File: config.mk
export PLATFORM = sky130hd
export DESIGN_NAME = lhl_angle_fold
export DESIGN_NICKNAME = d
export VERILOG_FILES = /design/src/rtl/lhl_pkg.sv /design/src/rtl/lhl_angle_fold.sv
export SDC_FILE = /design/constraint.sdc
export NUM_CORES = 1
export LEC_CHECK = 0
export BUFFER_PORTS_ARGS = -buffer_cell sky130_fd_sc_hd__buf_2
export CORE_ASPECT_RATIO = 1.25
export CORE_MARGIN = 2
export CORE_UTILIZATION = 50
export CTS_CLUSTER_SIZE = 8
export DETAILED_ROUTE_END_ITERATION = 10
export PLACE_DENSITY = 0.67
export SLEW_MARGIN = 20
export SYNTH_ARGS = -nofsm -noshare
export SYNTH_HDL_FRONTEND = slang
export SYNTH_SLANG_ARGS = --single-unit
File: constraint.sdc
create_clock -name clock -period 5.8 [get_ports clock]
set_input_delay 0.58 -clock clock [delete_from_list [all_inputs] [get_ports clock]]
set_output_delay 0.58 -clock clock [all_outputs]
set_load 0.02 [all_outputs]
File: src/rtl/lhl_pkg.sv
// Package of the leg height leveller: widths, constants, types and the
// tangent table builder. Depends on nothing.
package lhl_pkg;

   // Field widths
   localparam int ANGLE_W = 17;
   localparam int LEN_W   = 16;
   localparam int REACH_W = 14;
   localparam int LEG_W   = 2;
   localparam int CSR_W   = 16;
   localparam int CSR_IDX_W = 2;

   // Angle scale: 1/128 degree
   localparam int QUARTER_TURN = 11520;
   localparam int HALF_TURN    = 2 * QUARTER_TURN;
   localparam int FULL_TURN    = 4 * QUARTER_TURN;
   localparam int TWO_TURNS    = 2 * FULL_TURN;
   localparam int FOUR_TURNS   = 2 * TWO_TURNS;

   localparam int WRAP_W = $clog2(4 * FULL_TURN) + 1;
   localparam int RED_W  = $clog2(TWO_TURNS);
   localparam int TURN_W = $clog2(FULL_TURN);
   localparam int MAG_W  = $clog2(QUARTER_TURN + 1);

   localparam int PITCH_BIAS = 3 * FULL_TURN;
   localparam int ROLL_BIAS  = 3 * FULL_TURN - HALF_TURN;

   // Tangent table
   localparam int TAN_ENTRIES = 1024;
   localparam int TAB_AW      = $clog2(TAN_ENTRIES);
   localparam int IDX_W       = $clog2(TAN_ENTRIES + 1);
   localparam int TAN_LIMIT   = 4194304;
   localparam int TAN_W       = $clog2(TAN_LIMIT + 1);
   localparam longint unsigned HALF_PI_Q30 = 64'd1686629713;
   localparam longint unsigned ONE_Q30     = 64'd1073741824;

   // Index = floor(mag * TAN_ENTRIES / QUARTER_TURN) by a rounded-up
   // reciprocal; exact while mag * QUARTER_TURN stays below 2**IDX_SHIFT.
   localparam int IDX_SHIFT = 2 * MAG_W;
   localparam longint unsigned IDX_MUL =
      ((longint'(TAN_ENTRIES) << IDX_SHIFT) + longint'(QUARTER_TURN) - 1)
      / longint'(QUARTER_TURN);
   localparam int IDX_MUL_W  = $clog2(IDX_MUL + 1);
   localparam int IDX_PROD_W = MAG_W + IDX_MUL_W;

   // Lever arithmetic
   localparam int ARM_W     = LEN_W + 1;
   localparam int TANS_W    = TAN_W + 1;
   localparam int PROD_W    = ARM_W + TANS_W;
   localparam int SUM_W     = PROD_W + 1;
   localparam int FRAC_BITS = 16;
   localparam int DZ_W      = SUM_W - FRAC_BITS;
   localparam int HT_W      = DZ_W + 1;

   // Register reset values
   localparam int Z_FLOOR_RESET      = -3520;
   localparam int Z_CEILING_RESET    = -1280;
   localparam int REACH_OFFSET_RESET = 1120;

   // Pipeline
   localparam int NUM_STAGES    = 9;
   localparam int OUTSTANDING_W = $clog2(NUM_STAGES + 2);
   localparam int NUM_LANES     = 2;
   localparam int LANE_PITCH    = 0;
   localparam int LANE_ROLL     = 1;

   typedef enum logic [CSR_IDX_W-1:0] {
      CSR_Z_FLOOR      = 2'd0,
      CSR_Z_CEILING    = 2'd1,
      CSR_REACH_OFFSET = 2'd2
   } csr_index_type;

   // Load strobes of the pipeline registers, first stage in bit 0.
   typedef struct packed {
      logic result;
      logic height;
      logic sum;
      logic product;
      logic lookup;
      logic index;
      logic fold3;
      logic fold2;
      logic fold1;
   } stage_load_type;

   typedef logic [TAN_W-1:0] tan_tab_type [TAN_ENTRIES];

   // Truncating unsigned quotient by shift and subtract; it only runs while
   // the constant table below is built.
   function automatic longint unsigned const_udiv(input longint unsigned num,
                                                  input longint unsigned den);
      longint unsigned quo;
      longint unsigned rem;
      int              b;
      quo = '0;
      rem = '0;
      for (b = 63; b >= 0; b--) begin
         rem = {rem[62:0], num[b]};
         if (rem >= den) begin
            rem    = rem - den;
            quo[b] = 1'b1;
         end
      end
      return quo;
   endfunction

   // Tangent over a quarter turn in Q7.16, from Q30 Taylor series of sine
   // and cosine with truncating steps, saturated at 64.0.
   function automatic tan_tab_type build_tan_tab();
      tan_tab_type     tab;
      longint unsigned th;
      longint unsigned x2;
      longint unsigned ts;
      longint unsigned tc;
      longint unsigned t;
      longint          s;
      longint          c;
      int unsigned     k;
      int unsigned     n;
      for (k = 0; k < TAN_ENTRIES; k++) begin
         th = (longint'(k) * HALF_PI_Q30) / TAN_ENTRIES;
         x2 = (th * th) >> 30;
         ts = th;
         tc = ONE_Q30;
         s  = $signed(th);
         c  = $signed(ONE_Q30);
         for (n = 1; n <= 12; n++) begin
            ts = const_udiv((ts * x2) >> 30, longint'((2 * n) * (2 * n + 1)));
            tc = const_udiv((tc * x2) >> 30, longint'((2 * n - 1) * (2 * n)));
            if (n[0]) begin
               s = s - $signed(ts);
               c = c - $signed(tc);
            end else begin
               s = s + $signed(ts);
               c = c + $signed(tc);
            end
         end
         if (s < 0) s = 0;
         if (c <= 0) begin
            t = TAN_LIMIT;
         end else begin
            t = const_udiv($unsigned(s) << 16, $unsigned(c));
            if (t > TAN_LIMIT) t = TAN_LIMIT;
         end
         tab[k] = TAN_W'(t);
      end
      return tab;
   endfunction

endpackage

File: src/rtl/lhl_angle_fold.sv
// Angle pipeline: wraps pitch and roll into one turn, folds them onto a
// quarter turn and forms the tangent table index. Depends on lhl_pkg.
module lhl_angle_fold import lhl_pkg::*; (
   input  logic                      clock,
   input  stage_load_type            ld,
   input  logic signed [ANGLE_W-1:0] pitch_angle,
   input  logic signed [ANGLE_W-1:0] roll_angle,
   output logic [IDX_W-1:0]          pitch_idx,
   output logic [IDX_W-1:0]          roll_idx,
   output logic                      pitch_neg,
   output logic                      roll_neg
);

   logic signed [WRAP_W-1:0] biased   [NUM_LANES];
   logic [WRAP_W-2:0]        pos      [NUM_LANES];
   logic [RED_W-1:0]         red_in   [NUM_LANES];
   logic [RED_W-1:0]         red_ff   [NUM_LANES];
   logic [TURN_W-1:0]        turn_in  [NUM_LANES];
   logic [TURN_W-1:0]        turn_ff  [NUM_LANES];
   logic [MAG_W-1:0]         mag_in   [NUM_LANES];
   logic [MAG_W-1:0]         mag_ff   [NUM_LANES];
   logic                     neg_in   [NUM_LANES];
   logic                     neg_ff   [NUM_LANES];
   logic [IDX_PROD_W-1:0]    prod     [NUM_LANES];
   logic [IDX_W-1:0]         idx_in   [NUM_LANES];
   logic [IDX_W-1:0]         idx_ff   [NUM_LANES];

   // Biasing by whole turns makes the angle positive; roll also loses a
   // half turn here. The biased pitch can reach past four turns, so four or
   // two whole turns come off first, leaving less than two turns.
   always_comb begin
      biased[LANE_PITCH] = WRAP_W'(pitch_angle) + WRAP_W'(PITCH_BIAS);
      biased[LANE_ROLL]  = WRAP_W'(roll_angle) + WRAP_W'(ROLL_BIAS);
      for (int l = 0; l < NUM_LANES; l++) begin
         pos[l] = biased[l][WRAP_W-2:0];
         priority if (pos[l] >= (WRAP_W-1)'(FOUR_TURNS)) begin
            red_in[l] = RED_W'(pos[l] - (WRAP_W-1)'(FOUR_TURNS));
         end else if (pos[l] >= (WRAP_W-1)'(TWO_TURNS)) begin
            red_in[l] = RED_W'(pos[l] - (WRAP_W-1)'(TWO_TURNS));
         end else begin
            red_in[l] = RED_W'(pos[l]);
         end
      end
   end

   always_comb begin
      for (int l = 0; l < NUM_LANES; l++) begin
         if (red_ff[l] >= RED_W'(FULL_TURN)) begin
            turn_in[l] = TURN_W'(red_ff[l] - RED_W'(FULL_TURN));
         end else begin
            turn_in[l] = TURN_W'(red_ff[l]);
         end
      end
   end

   // The turn position splits into four quadrants; the magnitude is the
   // distance to the nearer horizontal and the sign that of the tangent.
   always_comb begin
      for (int l = 0; l < NUM_LANES; l++) begin
         priority if (turn_ff[l] <= TURN_W'(QUARTER_TURN)) begin
            mag_in[l] = MAG_W'(turn_ff[l]);
            neg_in[l] = 1'b0;
         end else if (turn_ff[l] <= TURN_W'(HALF_TURN)) begin
            mag_in[l] = MAG_W'(TURN_W'(HALF_TURN) - turn_ff[l]);
            neg_in[l] = 1'b1;
         end else if (turn_ff[l] < TURN_W'(HALF_TURN + QUARTER_TURN)) begin
            mag_in[l] = MAG_W'(turn_ff[l] - TURN_W'(HALF_TURN));
            neg_in[l] = 1'b0;
         end else begin
            mag_in[l] = MAG_W'(TURN_W'(FULL_TURN) - turn_ff[l]);
            neg_in[l] = 1'b1;
         end
      end
   end

   always_comb begin
      for (int l = 0; l < NUM_LANES; l++) begin
         prod[l]   = IDX_PROD_W'(mag_ff[l]) * IDX_PROD_W'(IDX_MUL);
         idx_in[l] = prod[l][IDX_SHIFT +: IDX_W];
      end
   end

   always_ff @(posedge clock) begin
      for (int l = 0; l < NUM_LANES; l++) begin
         if (ld.fold1) red_ff[l] <= red_in[l];
         if (ld.fold2) turn_ff[l] <= turn_in[l];
         if (ld.fold3) begin
            mag_ff[l] <= mag_in[l];
            neg_ff[l] <= neg_in[l];
         end
         if (ld.index) idx_ff[l] <= idx_in[l];
      end
   end

   assign pitch_idx = idx_ff[LANE_PITCH];
   assign roll_idx  = idx_ff[LANE_ROLL];
   assign pitch_neg = neg_ff[LANE_PITCH];
   assign roll_neg  = neg_ff[LANE_ROLL];

endmodule

==> metrics <==
clk_lat worst skew about 0.42 ns; status complete, no violations; Hold Path Class input pin to flop; Num Clock Sinks between 100 and 150; commonest non-fill, non-tap cells in the layout 257 x inv_1, 257 x ha_1, 127 x fa_1; TNS Setup 0 ns; overall routed net length 26500 um; mapped cell area between 10000 and 15000 um2; post-synthesis sequential area ratio a little over a quarter; Setup Viol. Count Final 0; main combinational cell family by area after synthesis adder cells; R2R Setup Slk ~0.2 ns; Worst slew margin approximately 52%; DP Wirelength about 23000 um; Post-Synthesis Cells roughly 1.3k; CTS buffer count 17; PortBufs 62; xor/xnor share of the synthesized area approximately 4.4%; post-synth net total roughly 1.7k; synth unique cells 73; warnings from Yosys 0; Final Cycle Share a little over nine tenths; largest net degree at the start of global routing 35; H-tree lvl count 4; CP Class flop to flop; total number of vias 9173; layout cells sized above 1 approximately 9.7%; Slew Limit Fails 0; Setup crit start kind flop; ANT cells 0; # IOs 68; Layout area overhead 10.5%; CTS tree done; Worst setup EP type flop; Avg Cell Area, Syn approximately 11 um2; Required @ worst endpoint 5.96 ns; post-synthesis simple-gate area fraction under 10%; Slew @ Worst Pin between 0.7 and 0.8 ns; Critical Path AT 5.77 ns; vias in the first global route 9604; Async SR Flop Fraction 0%; fmax 178 MHz; Pre-antenna DRT Iters 6; post-synthesis compound-gate area fraction a little over a tenth; #FFs+latches synth around 120; MaxCap Viol Count 0; Die X-Extent ~150 um; Min Hold Slack 0.353 ns; FP Rows 67; core area 26700 um2; Clock Path Buffers 2; CTS clk-pin slew, worst paths approximately 0.06 ns; ys flop type edfxtp_1; mux share of post-synthesis cell area 0.737%; Routed Antenna Nets 0; global-route wire length before repair approximately 45000 um; # DRC 0; GRT Resource Usage Total between 10% and 20%; Synth Area in Adders between 40% and 50%; Placed Area around 14000 um2; initial antenna violation count 0; Max FO, Critical Path 4; vias per cell 5.31; grt total ovfl 0; die area ~28000 um2; Die Y between 150 and 200 um; nets@finish about 1.8k; Initial Util approximately half; First DRT Iteration DRCs 300; CTS Root Cell clkbuf_16; final hold vios 0; routed len/inst 15.4 um; unrepaired setup endpoints after global routing no; post-layout min period ~5.6 ns; number of synthesized flops with an enable pin 118; GPL Wtd Cong between 0.9 and 1; post-route cell area ~15000 um2; final setup skew between 0.007 and 0.008 ns
layout make-up:
type                       instances  area (um2)
multi-input combinational        894        9060
sequential                       118        3540
clock buffer                      19         433
inverter                         258         968
clock inverter                    13         126
tap                              345         432
timing repair buffer              79         438
fill                            2291       11700
synthesized netlist by cell type, types with 3 or more instances:
cell type	count	area (um2)
or3_1	6	37.5
nor4_1	10	62.6
a31oi_1	13	81.3
mux2i_1	10	100
o31a_1	3	26.3
xnor2_1	49	429
nand3b_1	4	30.0
fa_1	127	2540
a211oi_1	5	37.5
inv_1	257	965
o31ai_1	11	82.6
nand2_1	49	184
nand2b_1	4	25.0
nor3_1	16	80.1
a31o_2	3	26.3
o2111ai_1	3	26.3
o211ai_1	8	60.1
o311ai_0	3	26.3
nor4b_1	3	26.3
nand4_1	10	62.6
nand3_1	25	125
and4_1	3	26.3
o21a_1	7	52.6
xor2_1	19	166
nor2_1	56	210
or2_2	3	18.8
nor2b_1	6	37.5
o22ai_1	5	31.3
a21o_1	27	203
and3_1	6	37.5
clkbuf_1	6	22.5
ha_1	258	3230
o21ai_0	35	175
or4_1	3	22.5
nor3b_1	3	22.5
o21bai_1	4	30.0
edfxtp_1	118	3540
and2_1	3	18.8
a21oi_1	52	260
repair_timing:
action                                  4_1_cts  5_1_grt
buffers inserted                              0        4
hold buffers                                  0        0
resized for setup                             0        6
endpoints found under the setup margin        0        5
critical path, cell delays in order (launching register included):
cell and delay, ns:
edfxtp_1 0.48, ha_1 0.37, fa_1 0.51, fa_1 0.57, fa_1 0.47, fa_1 0.51
inv_1 0.06, fa_1 0.49, inv_1 0.04, ha_1 0.30, a21oi_1 0.13, o211ai_1 0.10
a21oi_2 0.20, o22a_1 0.20, a31oi_1 0.14, or4b_2 0.63, o211a_1 0.15
metal layers:
layer,part of all wire [%],GRT usage (%),vias up
met5,0,0,-
met4,2.3,5.61,0
met3,2.4,2.76,44
met2,53,36.7,138
met1,43,24.0,4372
li1,-,-,4619
logic make-up (layout without fill, tap and decap cells):
kind of cell / after synthesis / in the layout
DFF: 118 / 118
and+or+nand+nor: 218 / 218
muxes: 10 / 10
xor gates and xnor gates: 68 / 68
adders and majority gates: 385 / 385
AOI/OAI and AO/OA: 213 / 213
buffers and inverters: 265 / 369
sequential cells by signal, indices dropped and copies added (netlist names):
name,count
mag_ff,28
neg_ff,2
idx_ff,22
turn_ff,32
red_ff,34
per-stage QoR:
stage | instances | utilization, % | worst slack, ns
floorplan | 1277 | - | 0.480
global placement | 1690 | 53.8 | 0.107
detailed placement | 1690 | 53.8 | 0.0731
CTS | 1722 | 55.9 | 0.0237
global route | 1726 | 56.1 | 0.0274
finish | 1726 | 56.1 | 0.197
path summary, 6_finish.rpt:
kind,start,endpoint,depth (start not counted)
setup / recovery,mag_ff[0][12],idx_ff[0][9],16
setup reg to reg,mag_ff[0][12],idx_ff[0][9],16
hold / removal,pitch_angle[7],red_ff[0][7],1
hold reg to reg,red_ff[0][8],turn_ff[0][8],0
Power is not shown: default switching activity piles up to over one toggle a cycle in this logic, so the estimate is an artifact.
