## src/rtl/lhl_pkg.sv

```systemverilog
// Package of the leg height leveller: widths, constants, types and the
// tangent table builder. Depends on nothing.
package lhl_pkg;

   // Field widths
   localparam int ANGLE_W = 17;
   localparam int LEN_W   = 16;
   localparam int REACH_W = 14;
   localparam int LEG_W   = 2;
   localparam int CSR_W   = 16;
   localparam int CSR_IDX_W = 2;

   // Angle scale: 1/128 degree
   localparam int QUARTER_TURN = 11520;
   localparam int HALF_TURN    = 2 * QUARTER_TURN;
   localparam int FULL_TURN    = 4 * QUARTER_TURN;
   localparam int TWO_TURNS    = 2 * FULL_TURN;
   localparam int FOUR_TURNS   = 2 * TWO_TURNS;

   localparam int WRAP_W = $clog2(4 * FULL_TURN) + 1;
   localparam int RED_W  = $clog2(TWO_TURNS);
   localparam int TURN_W = $clog2(FULL_TURN);
   localparam int MAG_W  = $clog2(QUARTER_TURN + 1);

   localparam int PITCH_BIAS = 3 * FULL_TURN;
   localparam int ROLL_BIAS  = 3 * FULL_TURN - HALF_TURN;

   // Tangent table
   localparam int TAN_ENTRIES = 1024;
   localparam int TAB_AW      = $clog2(TAN_ENTRIES);
   localparam int IDX_W       = $clog2(TAN_ENTRIES + 1);
   localparam int TAN_LIMIT   = 4194304;
   localparam int TAN_W       = $clog2(TAN_LIMIT + 1);
   localparam longint unsigned HALF_PI_Q30 = 64'd1686629713;
   localparam longint unsigned ONE_Q30     = 64'd1073741824;

   // Index = floor(mag * TAN_ENTRIES / QUARTER_TURN) by a rounded-up
   // reciprocal; exact while mag * QUARTER_TURN stays below 2**IDX_SHIFT.
   localparam int IDX_SHIFT = 2 * MAG_W;
   localparam longint unsigned IDX_MUL =
      ((longint'(TAN_ENTRIES) << IDX_SHIFT) + longint'(QUARTER_TURN) - 1)
      / longint'(QUARTER_TURN);
   localparam int IDX_MUL_W  = $clog2(IDX_MUL + 1);
   localparam int IDX_PROD_W = MAG_W + IDX_MUL_W;

   // Lever arithmetic
   localparam int ARM_W     = LEN_W + 1;
   localparam int TANS_W    = TAN_W + 1;
   localparam int PROD_W    = ARM_W + TANS_W;
   localparam int SUM_W     = PROD_W + 1;
   localparam int FRAC_BITS = 16;
   localparam int DZ_W      = SUM_W - FRAC_BITS;
   localparam int HT_W      = DZ_W + 1;

   // Register reset values
   localparam int Z_FLOOR_RESET      = -3520;
   localparam int Z_CEILING_RESET    = -1280;
   localparam int REACH_OFFSET_RESET = 1120;

   // Pipeline
   localparam int NUM_STAGES    = 9;
   localparam int OUTSTANDING_W = $clog2(NUM_STAGES + 2);
   localparam int NUM_LANES     = 2;
   localparam int LANE_PITCH    = 0;
   localparam int LANE_ROLL     = 1;

   typedef enum logic [CSR_IDX_W-1:0] {
      CSR_Z_FLOOR      = 2'd0,
      CSR_Z_CEILING    = 2'd1,
      CSR_REACH_OFFSET = 2'd2
   } csr_index_type;

   // Load strobes of the pipeline registers, first stage in bit 0.
   typedef struct packed {
      logic result;
      logic height;
      logic sum;
      logic product;
      logic lookup;
      logic index;
      logic fold3;
      logic fold2;
      logic fold1;
   } stage_load_type;

   typedef logic [TAN_W-1:0] tan_tab_type [TAN_ENTRIES];

   // Truncating unsigned quotient by shift and subtract; it only runs while
   // the constant table below is built.
   function automatic longint unsigned const_udiv(input longint unsigned num,
                                                  input longint unsigned den);
      longint unsigned quo;
      longint unsigned rem;
      int              b;
      quo = '0;
      rem = '0;
      for (b = 63; b >= 0; b--) begin
         rem = {rem[62:0], num[b]};
         if (rem >= den) begin
            rem    = rem - den;
            quo[b] = 1'b1;
         end
      end
      return quo;
   endfunction

   // Tangent over a quarter turn in Q7.16, from Q30 Taylor series of sine
   // and cosine with truncating steps, saturated at 64.0.
   function automatic tan_tab_type build_tan_tab();
      tan_tab_type     tab;
      longint unsigned th;
      longint unsigned x2;
      longint unsigned ts;
      longint unsigned tc;
      longint unsigned t;
      longint          s;
      longint          c;
      int unsigned     k;
      int unsigned     n;
      for (k = 0; k < TAN_ENTRIES; k++) begin
         th = (longint'(k) * HALF_PI_Q30) / TAN_ENTRIES;
         x2 = (th * th) >> 30;
         ts = th;
         tc = ONE_Q30;
         s  = $signed(th);
         c  = $signed(ONE_Q30);
         for (n = 1; n <= 12; n++) begin
            ts = const_udiv((ts * x2) >> 30, longint'((2 * n) * (2 * n + 1)));
            tc = const_udiv((tc * x2) >> 30, longint'((2 * n - 1) * (2 * n)));
            if (n[0]) begin
               s = s - $signed(ts);
               c = c - $signed(tc);
            end else begin
               s = s + $signed(ts);
               c = c + $signed(tc);
            end
         end
         if (s < 0) s = 0;
         if (c <= 0) begin
            t = TAN_LIMIT;
         end else begin
            t = const_udiv($unsigned(s) << 16, $unsigned(c));
            if (t > TAN_LIMIT) t = TAN_LIMIT;
         end
         tab[k] = TAN_W'(t);
      end
      return tab;
   endfunction

endpackage

```

## src/rtl/lhl_lever.sv

```systemverilog
// Lever pipeline: lever arms with per-leg signs, tangent products, height
// sum and clamp to floor and ceiling. Depends on lhl_pkg.
module lhl_lever import lhl_pkg::*; (
   input  logic                      clock,
   input  stage_load_type            ld,
   input  logic signed [LEN_W-1:0]   z_floor,
   input  logic signed [LEN_W-1:0]   z_ceiling,
   input  logic signed [REACH_W-1:0] reach_offset,
   input  logic [LEG_W-1:0]          leg,
   input  logic signed [LEN_W-1:0]   leg_x,
   input  logic signed [LEN_W-1:0]   leg_y,
   input  logic signed [LEN_W-1:0]   leg_z,
   input  logic                      pitch_neg,
   input  logic                      roll_neg,
   input  logic [TAN_W-1:0]          pitch_tan,
   input  logic [TAN_W-1:0]          roll_tan,
   output logic signed [LEN_W-1:0]   new_z,
   output logic                      clamped
);

   localparam int Z_DEPTH = 7;

   logic [LEG_W-1:0]        leg1_ff, leg2_ff, leg3_ff;
   logic signed [ARM_W-1:0] ax_in, ay_in;
   logic signed [ARM_W-1:0] ax1_ff, ax2_ff, ax3_ff, ax4_ff, ax5_ff;
   logic signed [ARM_W-1:0] ay1_ff, ay2_ff, ay3_ff, ay4_ff, ay5_ff;
   logic                    flip_x, flip_y;
   logic signed [ARM_W-1:0] sx_in, sy_in;
   logic signed [PROD_W-1:0] px_in, py_in, px_ff, py_ff;
   logic signed [SUM_W-1:0] sum_in, sum_ff;
   logic signed [HT_W-1:0]  height_in, height_ff;
   logic signed [LEN_W-1:0] z_ff [Z_DEPTH];
   logic [Z_DEPTH-1:0]      z_ld;
   logic signed [LEN_W-1:0] new_z_in, new_z_ff;
   logic                    clamped_in, clamped_ff;

   assign ax_in = ARM_W'(leg_x) + ARM_W'(reach_offset);
   assign ay_in = ARM_W'(leg_y) + ARM_W'(reach_offset);

   // Front legs take pitch positive, legs 0 and 3 take roll positive; the
   // sign of each tangent is folded into its arm as well.
   assign flip_x = leg3_ff[1] ^ pitch_neg;
   assign flip_y = leg3_ff[1] ^ leg3_ff[0] ^ roll_neg;
   assign sx_in  = flip_x ? -ax3_ff : ax3_ff;
   assign sy_in  = flip_y ? -ay3_ff : ay3_ff;

   assign px_in = PROD_W'(ax5_ff) * PROD_W'($signed({1'b0, pitch_tan}));
   assign py_in = PROD_W'(ay5_ff) * PROD_W'($signed({1'b0, roll_tan}));

   assign sum_in    = SUM_W'(px_ff) + SUM_W'(py_ff);
   assign height_in = HT_W'(z_ff[Z_DEPTH-1]) + HT_W'($signed(sum_ff[SUM_W-1:FRAC_BITS]));

   // Floor is tested first, so a floor above the ceiling wins.
   always_comb begin
      priority if (height_ff < HT_W'(z_floor)) begin
         new_z_in   = z_floor;
         clamped_in = 1'b1;
      end else if (height_ff > HT_W'(z_ceiling)) begin
         new_z_in   = z_ceiling;
         clamped_in = 1'b1;
      end else begin
         new_z_in   = LEN_W'(height_ff);
         clamped_in = 1'b0;
      end
   end

   assign z_ld = {ld.sum, ld.product, ld.lookup, ld.index, ld.fold3, ld.fold2, ld.fold1};

   always_ff @(posedge clock) begin
      if (ld.fold1) begin
         leg1_ff <= leg;
         ax1_ff  <= ax_in;
         ay1_ff  <= ay_in;
      end
      if (ld.fold2) begin
         leg2_ff <= leg1_ff;
         ax2_ff  <= ax1_ff;
         ay2_ff  <= ay1_ff;
      end
      if (ld.fold3) begin
         leg3_ff <= leg2_ff;
         ax3_ff  <= ax2_ff;
         ay3_ff  <= ay2_ff;
      end
      if (ld.index) begin
         ax4_ff <= sx_in;
         ay4_ff <= sy_in;
      end
      if (ld.lookup) begin
         ax5_ff <= ax4_ff;
         ay5_ff <= ay4_ff;
      end
      if (ld.product) begin
         px_ff <= px_in;
         py_ff <= py_in;
      end
      if (ld.sum) sum_ff <= sum_in;
      if (ld.height) height_ff <= height_in;
      if (ld.result) begin
         new_z_ff   <= new_z_in;
         clamped_ff <= clamped_in;
      end
      if (z_ld[0]) z_ff[0] <= leg_z;
      for (int i = 1; i < Z_DEPTH; i++) begin
         if (z_ld[i]) z_ff[i] <= z_ff[i-1];
      end
   end

   assign new_z   = new_z_ff;
   assign clamped = clamped_ff;

endmodule

```

## config.mk

```make
export PLATFORM = sky130hd
export DESIGN_NAME = lhl_lever
export DESIGN_NICKNAME = d
export VERILOG_FILES = /design/src/rtl/lhl_pkg.sv /design/src/rtl/lhl_lever.sv
export SDC_FILE = /design/constraint.sdc
export NUM_CORES = 2
export LEC_CHECK = 0
export BUFFER_PORTS_ARGS = -buffer_cell sky130_fd_sc_hd__buf_2
export CAP_MARGIN = 20
export CORE_ASPECT_RATIO = 1.1
export CORE_MARGIN = 2
export CORE_UTILIZATION = 30
export DETAILED_ROUTE_END_ITERATION = 6
export GPL_ROUTABILITY_DRIVEN = 0
export PLACE_DENSITY = 0.53
export SYNTH_ARGS = -nofsm -noshare
export SYNTH_HDL_FRONTEND = slang
export SYNTH_SLANG_ARGS = --single-unit
```

## constraint.sdc

```tcl
create_clock -name clock -period 8.8 [get_ports clock]
set_clock_uncertainty 0.1 [all_clocks]
set_input_delay 0.44 -clock clock [delete_from_list [all_inputs] [get_ports clock]]
set_output_delay 0.44 -clock clock [all_outputs]
set_load 0.02 [all_outputs]
```

==> results.json <==
{
  "outcome": "finished, final reports clean",
  "initial_core_util_pct": 30.1,
  "synth_seq_cells": 440,
  "fin_setup_tns_ns": 0,
  "crit_path_end_kind": "flop",
  "fmaxAchievable_mhz": 140,
  "portBuffers": 170,
  "synth_edf_count": 440,
  "critPathRequiredTime_ns": 9.06,
  "postSynthAreaPerCell_sq_um": 10.6,
  "worstSetupPathType": "flop to flop",
  "rr_worst_depth": 21,
  "period_minus_slack_ns": 7.14,
  "drc": 0,
  "rsz0062_at_grt": "no",
  "hold_path_class": "primary input to flop",
  "rows": 150,
  "dpl.hpwl_um": 86400,
  "yosys_warnings": 0,
  "die_h_um": 413,
  "htreeDepth": 2,
  "crit_arrival_ns": 7.40,
  "clk_pin_slew_ns": 0.07,
  "drt_pre_antenna_iters": 5,
  "synth-main-ff-cell": "edfxtp_1",
  "tightest_slew_ns": 1.05,
  "finalSetupViolCount": 0,
  "yosysTopAreaCellShare_pct": 28.9,
  "cp-start-kind": "flop",
  "numCtsBuffers": 47,
  "core_sq_mm": 0.152,
  "synthToLayoutAreaGrowth_pct": 10.1,
  "r2r_setup_slack_ns": 1.66,
  "die_area_sq_mm": 0.155,
  "drv_cap": 0,
  "clk_latency_ns": 0.60,
  "timing.final.crit_share_pct": 81.1,
  "clkSinkCount": 440,
  "synth_fp_nets": 5548,
  "cts_root_buffer": "clkbuf_16",
  "min_path_cells": 1,
  "nNetsFinal": 5667,
  "netlist_instances": 4330,
  "hold_viol_final": 0,
  "multi_input_area_sq_mm": 0.0288,
  "cts_resized": 0,
  "min_to": "z_ff[0][15]",
  "min-delay-start": "leg_z[15]",
  "num_io_pins": 171,
  "r2r_end": "py_ff[35]",
  "synth-async-reset-ratio_pct": 0,
  "ys_top_cells_by_area": "edfxtp_1 (29%), fa_1 (28%), ha_1 (12%)",
  "wl_um": 108000,
  "grt_pass1_wl_um": 174000,
  "vias_per_cell": 4.60,
  "fill_cells": 15400,
  "final_antenna_net_count": 0,
  "regArea_sq_mm": 0.0132,
  "cts.path.max_buffers": 3,
  "grt_pass1_vias": 32200,
  "antenna_found_initial": 10,
  "dr_total_vias": 29700,
  "synth_seq_area_share_pct": 28.9,
  "grt_overflow": 0,
  "slew_headroom_pct": 29.9,
  "wire_per_inst_um": 16.7,
  "path_max_fanout": 23,
  "timing.rr.start": "ay5_ff[5]",
  "grt_use_total_pct": 14.2,
  "cts_tree": "built",
  "synth_area_leader_cell": "edfxtp_1",
  "maxSlewViolCount": 0,
  "synth_cell_types": 71,
  "netlist_area_sq_mm": 0.0457,
  "drt_iter0_drc": 1374,
  "fp.dieW_um": 376,
  "grt_start_max_net_pins": 56,
  "drive_gt1_share_pct": 6.24
}
through the flow:
stage	util [%]	hold WS [ns]	setup slack (ns)	instance area, sq um	instances
6_report	33.2	0.0296	1.66	50300	6464
5_1_grt	33.2	0.0141	1.17	50300	6463
4_1_cts	33.2	0.00822	1.60	50300	6462
3_5_place_dp	32.1	0.305	1.67	48600	6359
3_3_place_gp	32.1	0.301	1.76	48600	6358
2_1_floorplan	-	0.300	2.48	45700	4330
Yosys cell counts, drive strengths merged, types with 18 or more instances:
library cell,count
fa,631
and3,25
nand2b,37
and2,360
nand2,462
nand4,18
mux2i,35
a31oi,22
xnor2,109
edfxtp,440
a21o,74
nor2b,31
o21ai,87
o21a,19
clkbuf,126
xor2,59
a21oi,139
nor3,40
nor2,146
ha,433
nand3,27
inv,837
worst max-delay path by stage:
stage                 startpoint        end  slack [ns]
CTS                    ay5_ff[2]  py_ff[35]        1.60
floorplan           roll_tan[10]  py_ff[37]        2.48
finish                 ay5_ff[5]  py_ff[35]        1.66
global placement       ay5_ff[2]  py_ff[35]        1.76
global route           ay5_ff[2]  py_ff[35]        1.17
detailed placement     ay5_ff[2]  py_ff[35]        1.67
logic make-up after synthesis:
family / synth area share (%)
AND/OR/NAND/NOR: 12.8
adder cells (fa/ha/maj): 39.5
buffers and inverters: 7.98
AO/OA/AOI/OAI: 6.72
flip-flops: 28.9
XOR/XNOR: 3.22
multiplexers: 0.890
layout make-up:
type / instances / area share (%)
clock inverters: 30 / 0.552
flip-flops and latches: 440 / 26.3
diodes: 1 / 0.00497
repair buffers: 203 / 2.27
multi-input cells: 2920 / 57.3
inverters: 837 / 6.24
clock buffers: 57 / 2.45
well taps: 1976 / 4.91
placed cells by master, fill, tap and decap left out, types with 7 or more instances in the layout:
master,count
inv_1,837
fa_1,631
nand2_1,462
edfxtp_1,440
ha_1,433
and2_1,360
buf_2,169
nor2_1,146
a21oi_1,137
xnor2_1,109
a21o_1,74
o21ai_0,69
xor2_1,59
clkbuf_16,48
nor3_1,40
nand2b_1,37
mux2i_1,35
nor2b_1,31
nand3_1,27
and3_1,25
a31oi_1,22
o21a_1,19
o21ai_1,18
nand4_1,18
dlygate4sd3_1,17
buf_4,17
a211oi_1,16
o21bai_1,15
o211ai_1,12
or3_1,12
clkinv_2,9
clkbuf_1,9
a2111oi_0,8
clkinv_1,8
or2_2,7
a21boi_1,7
o2111ai_1,7
nor4_1,7
state kept, by name, summed over array words and instances (netlist names), 16 cells and up:
register	flops
ay3_ff	17
ax4_ff	17
ax2_ff	17
sum_ff	26
height_ff	27
ay5_ff	17
ay1_ff	17
ay4_ff	17
new_z	16
ax5_ff	17
py_ff	41
ax3_ff	17
ax1_ff	17
z_ff	112
px_ff	41
ay2_ff	17
critical path, cell delays in order, from the launching register on:
cell and delay, ns:
edfxtp_1 0.77, and2_1 0.33, fa_1 0.54, inv_1 0.05, fa_1 0.46, fa_1 0.50, fa_1 0.56, inv_1 0.05
fa_1 0.48, inv_1 0.05, fa_1 0.47, inv_1 0.04, ha_1 0.36, and3_1 0.20, nand3_1 0.12, o31ai_4 0.31
a31oi_1 0.17, o311ai_1 0.40, nand2_1 0.18, o21bai_1 0.26, mux2i_1 0.12, nor4b_1 0.36
layer usage:
| metal | wire length, um | up-vias | global-route usage [%] | share of wire, % |
|---|---|---|---|---|
| met4 | 2490 | 10 | 3.28 | 2.3 |
| met3 | 3240 | 152 | 1.44 | 3.0 |
| met1 | 45300 | 14900 | 17.3 | 42 |
| met2 | 56700 | 542 | 26.7 | 53 |
| li1 | - | 14100 | - | - |
| met5 | 64 | - | 0 | 0.059 |
what timing repair did:
action                                  in CTS  in global routing
setup buffers                                0                  0
hold buffers                                16                  1
hold endpoints to repair                    16                  1
endpoints found under the setup margin       0                  0
Power is left out: the tool's default activity adds up to more than one toggle a clock period on the data nets, which glitch-free logic cannot reach.
